===== config.mk =====
export PLATFORM = sky130hd
export DESIGN_NAME = ecv_div
export DESIGN_NICKNAME = d
export VERILOG_FILES = /design/src/hw/rtl/ecv_pkg.sv /design/src/hw/rtl/ecv_div.sv
export SDC_FILE = /design/constraint.sdc
export NUM_CORES = 2
export LEC_CHECK = 0
export BUFFER_PORTS_ARGS = -buffer_cell sky130_fd_sc_hd__buf_4
export CAP_MARGIN = 20
export CORE_ASPECT_RATIO = 1.2
export CORE_MARGIN = 10
export CORE_UTILIZATION = 55
export DETAILED_ROUTE_END_ITERATION = 12
export PLACE_DENSITY = 0.79
export SYNTH_ARGS = -nofsm -noshare
export SYNTH_HDL_FRONTEND = slang
export SYNTH_SLANG_ARGS = --single-unit
export TNS_END_PERCENT = 1

===== constraint.sdc =====
create_clock -name clk -period 8.73 [get_ports clk]
set_input_delay 0.873 -clock clk [delete_from_list [all_inputs] [get_ports clk]]
set_output_delay 0.873 -clock clk [all_outputs]
set_load 0.02 [all_outputs]

===== src/hw/rtl/ecv_pkg.sv =====
// Shared widths, constants and types for the elastic collision velocity block.
`default_nettype none
package ecv_pkg;

  localparam int POS_W   = 20;               // Q16.4 position
  localparam int VEL_W   = 16;               // Q8.8 velocity
  localparam int MASS_W  = 16;
  localparam int RAD_W   = 16;               // Q12.4 radius
  localparam int DP_W    = POS_W + 1;        // position offset
  localparam int DV_W    = VEL_W + 1;        // relative velocity
  localparam int RS_W    = RAD_W + 1;        // radius sum
  localparam int MS_W    = MASS_W + 1;       // mass sum, doubled mass
  localparam int SQ_W    = 2 * DP_W;         // squared offset term
  localparam int PD_W    = DV_W + DP_W;      // dot product term
  localparam int D2_W    = 2 * RS_W;         // |dp|^2 once a hit is known
  localparam int DOT_W   = PD_W + 1;         // full dot product, signed
  localparam int DOTM_W  = 35;               // |dot| bound on a hit
  localparam int DOT_LO  = 18;               // split point of |dot|
  localparam int D2_LO   = 17;               // split point of |dp|^2
  localparam int AB_W    = MS_W + DOTM_W;    // 2*m2*|dot|
  localparam int AB_LO   = AB_W / 2;         // split point of ab
  localparam int DEN_W   = MS_W + D2_W;      // (m1+m2)*|dp|^2
  localparam int NUM_W   = AB_W + DP_W;      // 2*m2*|dot|*|dp_axis|
  localparam int DIV_Q_W = 19;               // quotient bits, |q| < 2^18.5
  localparam int REM_W   = DEN_W + 1;
  localparam int DIV_LAT = DIV_Q_W + 2;      // load, steps, rounding
  localparam int SUM_W   = VEL_W + 5;        // velocity plus signed delta

  localparam logic signed [SUM_W-1:0] VEL_MAX = SUM_W'(32767);
  localparam logic signed [SUM_W-1:0] VEL_MIN = -SUM_W'(32768);

  // Per-item control and pass-through data that rides beside the dividers
  typedef struct packed {
    logic                    hit;
    logic                    apply;
    logic                    neg_x;
    logic                    neg_y;
    logic signed [VEL_W-1:0] vel_x;
    logic signed [VEL_W-1:0] vel_y;
  } ecv_side_t;

endpackage
`default_nettype wire


===== src/hw/rtl/ecv_div.sv =====
// Pipelined restoring divider with round-half-up of the quotient.
`default_nettype none
module ecv_div
  import ecv_pkg::*;
(
  input  wire logic               clk,
  input  wire logic               en,
  input  wire logic [NUM_W-1:0]   num,
  input  wire logic [DEN_W-1:0]   den,
  output logic      [DIV_Q_W-1:0] quo
);

  logic [REM_W-1:0]   rem_r [0:DIV_Q_W];
  logic [DIV_Q_W-1:0] low_r [0:DIV_Q_W-1];
  logic [DIV_Q_W-1:0] q_r   [0:DIV_Q_W];
  logic [DEN_W-1:0]   den_r [0:DIV_Q_W];
  logic [DIV_Q_W-1:0] quo_r;
  logic               rnd;

  // Load: the upper part of the numerator is below den when the quotient fits
  always_ff @(posedge clk) begin
    if (en) begin
      rem_r[0] <= num[REM_W+DIV_Q_W-1:DIV_Q_W];
      low_r[0] <= num[DIV_Q_W-1:0];
      q_r[0]   <= '0;
      den_r[0] <= den;
    end
  end

  // One quotient bit per stage
  for (genvar k = 0; k < DIV_Q_W; k++) begin : g_step
    logic [REM_W:0] trial;
    logic [REM_W:0] diff;
    logic           ge;

    assign trial = {rem_r[k], low_r[k][DIV_Q_W-1]};
    assign diff  = trial - {2'b00, den_r[k]};
    assign ge    = trial >= {2'b00, den_r[k]};

    always_ff @(posedge clk) begin
      if (en) begin
        rem_r[k+1] <= ge ? diff[REM_W-1:0] : trial[REM_W-1:0];
        q_r[k+1]   <= {q_r[k][DIV_Q_W-2:0], ge};
        den_r[k+1] <= den_r[k];
      end
    end

    // numerator bits still to be brought down
    if (k < DIV_Q_W - 1) begin : g_low
      always_ff @(posedge clk) begin
        if (en) begin
          low_r[k+1] <= {low_r[k][DIV_Q_W-2:0], 1'b0};
        end
      end
    end
  end

  // Round to nearest, ties up: remainder at least half the divisor
  assign rnd = {rem_r[DIV_Q_W], 1'b0} >= {2'b00, den_r[DIV_Q_W]};

  always_ff @(posedge clk) begin
    if (en) begin
      quo_r <= q_r[DIV_Q_W] + DIV_Q_W'(rnd);
    end
  end

  assign quo = quo_r;

endmodule
`default_nettype wire


-- After elaboration in Yosys (flattened, before gate mapping)
Memories as Yosys holds them, arrays and structs flattened.
Cells that the tools add are included.
- bits in registers: 19
- bits in latches: 0
- memory bits (writable): 2801
- ROM bits: 0
- input port bits: 126
- output and inout bits: 19
- logic and storage cells: 66
- memories kept: 4
- add/sub/neg operators: 20
- multipliers: 0
- divide/modulo/power cells: 0
- order comparisons: 20
- eq/ne operators: 0
- shift-type cells: 0
- multiplexer cells: 21
- bitwise gates (word level): 0
- reductions and logical operators: 0
- memories (name ; depth ; width ; read ports ; clocked after memory_dff ; wr ports ; line ; source):
    rem_r ; 20 ; 52 ; 20 ; 0 ; 20 ; ecv_div.sv:13 ; logic [REM_W-1:0] rem_r [0:DIV_Q_W];
    den_r ; 20 ; 51 ; 20 ; 0 ; 20 ; ecv_div.sv:16 ; logic [DEN_W-1:0] den_r [0:DIV_Q_W];
    q_r ; 20 ; 19 ; 20 ; 0 ; 20 ; ecv_div.sv:15 ; logic [DIV_Q_W-1:0] q_r [0:DIV_Q_W];
    low_r ; 19 ; 19 ; 19 ; 0 ; 19 ; ecv_div.sv:14 ; logic [DIV_Q_W-1:0] low_r [0:DIV_Q_W-1];
- operator list (operator ; count):
    greater-or-equal comparator 53 x 51 -> 1 bit ; 20
    two-way mux 52 bit ; 19
    subtractor 52 x 51 -> 52 bit ; 19
    adder 19 x 1 -> 19 bit ; 1
    two-way mux 1 bit ; 2

-- Longest topological paths before layout
- depth after elaboration: 2
- gate-level depth with buffers: 20
- mapped depth without buffers: 20

-- Worst setup path after synthesis
No wires, ideal clock.
- path kind: register to register
- start point: mem den_r[4][1] (netlist name)
- end point: mem rem_r[4][102] (netlist name) (data pin)
- library setup time: 0.260 ns
- arrival: 3.561 ns
- required time: 8.470 ns
- slack: 4.909 ns
- stages on the path, launching flop included: 15
- path buffers: 1
- clock period less this slack: 3.821 ns
- path through: edfxtp_1 inv_1 ha_1 nor2b_1 o31ai_1 a21oi_1 o21a_1 a41oi_2 a32oi_1 a311o_1 nor2b_1 a211o_1 a31oi_4 buf_6 mux2_2
- RTL lines (item ; line):
    from (decl) ; ecv_div.sv:16
    to (decl) ; ecv_div.sv:13

==> flow_summary.rst <==
.. list-table::
   :header-rows: 1

   * - Metric
     - Value
   * - Share of layout cells above drive strength 1
     - 0.06409
   * - Result of the run
     - finished clean
   * - Critical path data required time
     - 9.27 ns
   * - Clk_skew
     - 0.05303 ns
   * - Worst EP arrival
     - 6.37 ns
   * - Placed cell count
     - 16649
   * - Count of cells resized by post-cts repair
     - 0
   * - Wire length reported by the detailed router
     - 366100 µm
   * - Number of top-level design ports
     - 145
   * - Part of the total power dissipated in combinational logic
     - 0.484
   * - Largest voltage drop on the vdd net
     - 189.8 µV
   * - Clock latency on the worst-skew pair
     - 0.88 ns
   * - Mean post-synth cell area
     - 10.56 µm²
   * - Most used flip-flop cell after synthesis
     - sky130_fd_sc_hd__edfxtp_1
   * - Most frequent CP cell
     - sky130_fd_sc_hd__o21ai_0
   * - Initial antenna violation count
     - 11
   * - Detailed Routing Iterations Pass 1
     - 8
   * - Proportion of register bits with asynchronous set or reset after synthesis
     - 0
   * - Power Internal
     - 0.03536 W
   * - Final setup violation count
     - 0
   * - Critical setup path kind
     - reg2reg
   * - Area of the core region
     - 0.2578 mm²
   * - Synth Cell Area
     - 0.1427 mm²
   * - Portion of total power attributed to the clock network
     - 0.184
   * - X dimension of the die
     - 485.0 µm
   * - Power per cell area
     - 379.0 mW/mm²
   * - Final RePlAce weighted congestion
     - 0.9951
   * - Aggregate global-route resource usage
     - 0.2514
   * - Clock buffer count from CTS
     - 271
   * - Count of unresolved DRC violations after routing
     - 0
   * - Sw Ratio
     - 0.4003
   * - YS warnings
     - 0
   * - Number of port buffers
     - 142
   * - Critical path capture point
     - rem_r[2][117]$_DFFE_PP_
   * - Switching component of the power
     - 0.02360 W
   * - Sink Count
     - 2459
   * - Final Max Tran Viols
     - 0
   * - Number of cell rows
     - 204
   * - Post-route minimum period
     - 5.827 ns
   * - Critical Path End Type
     - register
   * - Overall die area
     - 0.2803 mm²
   * - Worst-path cell chain
     - ha_1, a211oi_1, o21ai_0, nand2_1, a311oi_1, o211ai_1, a31oi_1, o21a_1, nor2_1, o31a_2, buf_4, o21ai_0
   * - Starting DRC count in detailed routing
     - 6264
   * - Max-cap viol count
     - 0
   * - Slack of the worst reg-to-reg path
     - 2.90 ns
   * - Cells on worst reg2reg path
     - 12
   * - Die boundary height
     - 578.0 µm
   * - Maximum number of pins on one net before global-route repair
     - 190
   * - Number of buffers inserted to repair setup after CTS
     - 0
   * - DP Wirelength
     - 285900 µm
   * - Slowest stage delay, CP
     - 0.87 ns
   * - Slowest CP cell
     - sky130_fd_sc_hd__a311oi_1
   * - Worst max-slew margin expressed relative to the limit
     - 0.1585
   * - Routed vias/inst
     - 5.888
   * - Worst reg2reg startpoint
     - rem_r[2][57]$_DFFE_PP_
   * - Final hold vios
     - 0
   * - First-pass GRT wire length
     - 554600 µm
   * - DRT antenna net count
     - 0
   * - Mean routed wirelength per cell
     - 21.34 µm
   * - Initial Utilization
     - 0.5536
   * - Grt total ovfl
     - 0
   * - Fmax
     - 171.6 MHz
   * - Synthesized netlist cell count
     - 13508
   * - Net Count, Synth
     - 14674
   * - Setup repair after global routing missed its margin
     - false
   * - Number of enable-type register cells in the synthesized netlist
     - 2459
   * - Startpoint types
     - register
   * - Reg-to-reg critical path endpoint
     - rem_r[2][117]$_DFFE_PP_
   * - Clock transition time at the flip-flop clock pins of the worst setup and hold paths
     - 0.06 ns
   * - Library cell used as clock root buffer
     - sky130_fd_sc_hd__clkbuf_16
   * - Leakage Power
     - 62.91 nW
   * - Crit. Startpoint
     - rem_r[2][57]$_DFFE_PP_
   * - TritonCTS clock tree
     - done
   * - Post-synthesis cell type count
     - 92
   * - Area added between synthesis and finish
     - 8.998%
   * - Transition at the pin with the smallest max-transition slack
     - 1.245 ns
   * - Part of the total power dissipated in sequential elements
     - 0.331
   * - Setup TNS
     - 0 ns
   * - Buffer depth of the longest clock path
     - 4
   * - Worst Hold Launch
     - den[24]
   * - Post-route fraction of the period consumed by the critical path
     - 0.6675
   * - Via count of the routed design
     - 100997
   * - Net count of the finished layout
     - 14690
   * - Number of standard cells in the layout, taps in and fillers out
     - 17154
   * - Count of hold-fix buffers inserted at cts
     - 0
   * - Seq/Total Area, Yosys
     - 0.5174
   * - Highest fanout seen on the critical path
     - 34
   * - HP Class
     - in2reg
   * - Via count of the first global-routing pass
     - 102410
   * - Depth of the CTS H-tree
     - 5
   * - Post-route worst hold slack
     - 0.1622 ns
   * - Number of storage elements in the synthesis netlist
     - 2459
==> worst max-delay path, delay by kind of cell, from the launching register on <==
family / cells / cell delay, ns
AO/OA/AOI/OAI: 8 / 4.04
buffers and inverters: 1 / 0.34
flip-flops: 1 / 0.42
adder cells (fa/ha/maj): 1 / 0.39
AND/OR/NAND/NOR: 2 / 0.27
==> cell families (layout without fill, tap and decap cells) <==
logic type | Yosys count | count (layout) | synth area share
AO/OA/AOI/OAI | 3948 | 3948 | 0.1682
adder cells (fa/ha/maj) | 1040 | 1040 | 0.09218
flip-flops | 2459 | 2459 | 0.5174
other | 0 | 39 | 0
buffers and inverters | 1784 | 1992 | 0.04776
AND/OR/NAND/NOR | 3184 | 3184 | 0.1041
XOR/XNOR | 906 | 906 | 0.05560
multiplexers | 187 | 187 | 0.01471
==> cell usage after synthesis (41+ instances only) <==
cell type / n / share of area
sky130_fd_sc_hd__a211oi_1: 54 / 0.0028
sky130_fd_sc_hd__a21o_1: 527 / 0.028
sky130_fd_sc_hd__a21oi_1: 1460 / 0.051
sky130_fd_sc_hd__a31oi_1: 94 / 0.0041
sky130_fd_sc_hd__and2_1: 48 / 0.0021
sky130_fd_sc_hd__and3_1: 94 / 0.0041
sky130_fd_sc_hd__buf_2: 61 / 0.0021
sky130_fd_sc_hd__clkbuf_1: 383 / 0.010
sky130_fd_sc_hd__edfxtp_1: 2459 / 0.52
sky130_fd_sc_hd__ha_1: 1021 / 0.090
sky130_fd_sc_hd__inv_1: 1301 / 0.034
sky130_fd_sc_hd__mux2_2: 182 / 0.014
sky130_fd_sc_hd__nand2_1: 1026 / 0.027
sky130_fd_sc_hd__nand2b_1: 129 / 0.0057
sky130_fd_sc_hd__nand3_1: 166 / 0.0058
sky130_fd_sc_hd__nand4_1: 290 / 0.013
sky130_fd_sc_hd__nor2_1: 910 / 0.024
sky130_fd_sc_hd__nor2b_1: 158 / 0.0069
sky130_fd_sc_hd__nor3_1: 152 / 0.0053
sky130_fd_sc_hd__nor4_1: 49 / 0.0021
sky130_fd_sc_hd__o211ai_1: 51 / 0.0027
sky130_fd_sc_hd__o21a_1: 133 / 0.0070
sky130_fd_sc_hd__o21ai_0: 969 / 0.034
sky130_fd_sc_hd__o21bai_1: 190 / 0.010
sky130_fd_sc_hd__o31a_1: 41 / 0.0025
sky130_fd_sc_hd__o31ai_1: 67 / 0.0035
sky130_fd_sc_hd__or3_1: 45 / 0.0020
sky130_fd_sc_hd__xnor2_1: 526 / 0.032
sky130_fd_sc_hd__xor2_1: 380 / 0.023
==> through the flow <==
stage	cell area [µm²]	util	setup slack, ns	total power [W]
after floorplan	142700	-	4.909	0.03985
after global placement	147200	0.5709	3.125	0.04736
after detailed placement	147200	0.5709	3.072	0.04776
after CTS	155400	0.6030	3.046	0.05881
after global routing	155500	0.6033	2.737	0.06273
final	155600	0.6034	2.903	0.05895
==> worst min path at each step <==
stage	end	slack, ns	cells after the start
2_1_floorplan	low_r[10][10]$_DFFE_PP_	0.40	0
3_3_place_gp	q_r[1][59]$_DFFE_PP_	0.40	0
3_5_place_dp	low_r[12][13]$_DFFE_PP_	0.40	0
4_1_cts	den_r[0][24]$_DFFE_PP_	0.12	1
5_1_grt	den_r[0][24]$_DFFE_PP_	0.14	1
6_report	den_r[0][24]$_DFFE_PP_	0.16	1
==> state kept, by name (all words and copies together), names as in the netlist <==
name,count
quo,19
q_r,190
low_r,190
den_r,1020
rem_r,1040
==> power groups by stage <==
stage	clock network (W)	registers, W	logic [W]
2_1_floorplan	0	0.0189	0.0210
3_3_place_gp	0	0.0196	0.0277
3_5_place_dp	0	0.0197	0.0281
4_1_cts	0.0111	0.0195	0.0283
5_1_grt	0.0116	0.0198	0.0314
6_report	0.0109	0.0195	0.0286
==> final cells by class <==
class,count,area [µm²]
tap,3399,4253
clock inverter,140,1155
inverter,1301,4883
fill,21070,102200
antenna,39,97.59
sequential,2459,73840
clock buffer,325,7112
multi-input combinational,9265,62230
timing repair buffer,226,1977
==> metal layers <==
metal | track usage | vias to the layer above | routed length (µm)
met5 | 0 | - | 13
met4 | 0.2442 | 2 | 42710
met3 | 0.03321 | 1298 | 12880
met2 | 0.4958 | 2745 | 198600
met1 | 0.2085 | 47648 | 112000
li1 | - | 49304 | -
==> cells in the final DEF (no fill, tap or decap), types with 54 or more instances in the layout <==
master,netlist,layout
sky130_fd_sc_hd__clkinv_1,0,54
sky130_fd_sc_hd__o21a_1,133,133
sky130_fd_sc_hd__nor2_1,910,910
sky130_fd_sc_hd__nand2_1,1026,1026
sky130_fd_sc_hd__mux2_2,182,182
sky130_fd_sc_hd__clkbuf_16,0,277
sky130_fd_sc_hd__nand3_1,166,166
sky130_fd_sc_hd__nor2b_1,158,158
sky130_fd_sc_hd__xnor2_1,526,526
sky130_fd_sc_hd__buf_4,4,203
sky130_fd_sc_hd__nand4_1,290,290
sky130_fd_sc_hd__edfxtp_1,2459,2459
sky130_fd_sc_hd__a21oi_1,1460,1460
sky130_fd_sc_hd__and3_1,94,93
sky130_fd_sc_hd__o21ai_0,969,969
sky130_fd_sc_hd__a31oi_1,94,93
sky130_fd_sc_hd__xor2_1,380,380
sky130_fd_sc_hd__nand2b_1,129,129
sky130_fd_sc_hd__a21o_1,527,525
sky130_fd_sc_hd__o21bai_1,190,189
sky130_fd_sc_hd__inv_1,1301,1301
sky130_fd_sc_hd__o31ai_1,67,64
sky130_fd_sc_hd__nor3_1,152,151
sky130_fd_sc_hd__ha_1,1021,1021
Power figures use the tool's default switching activity.
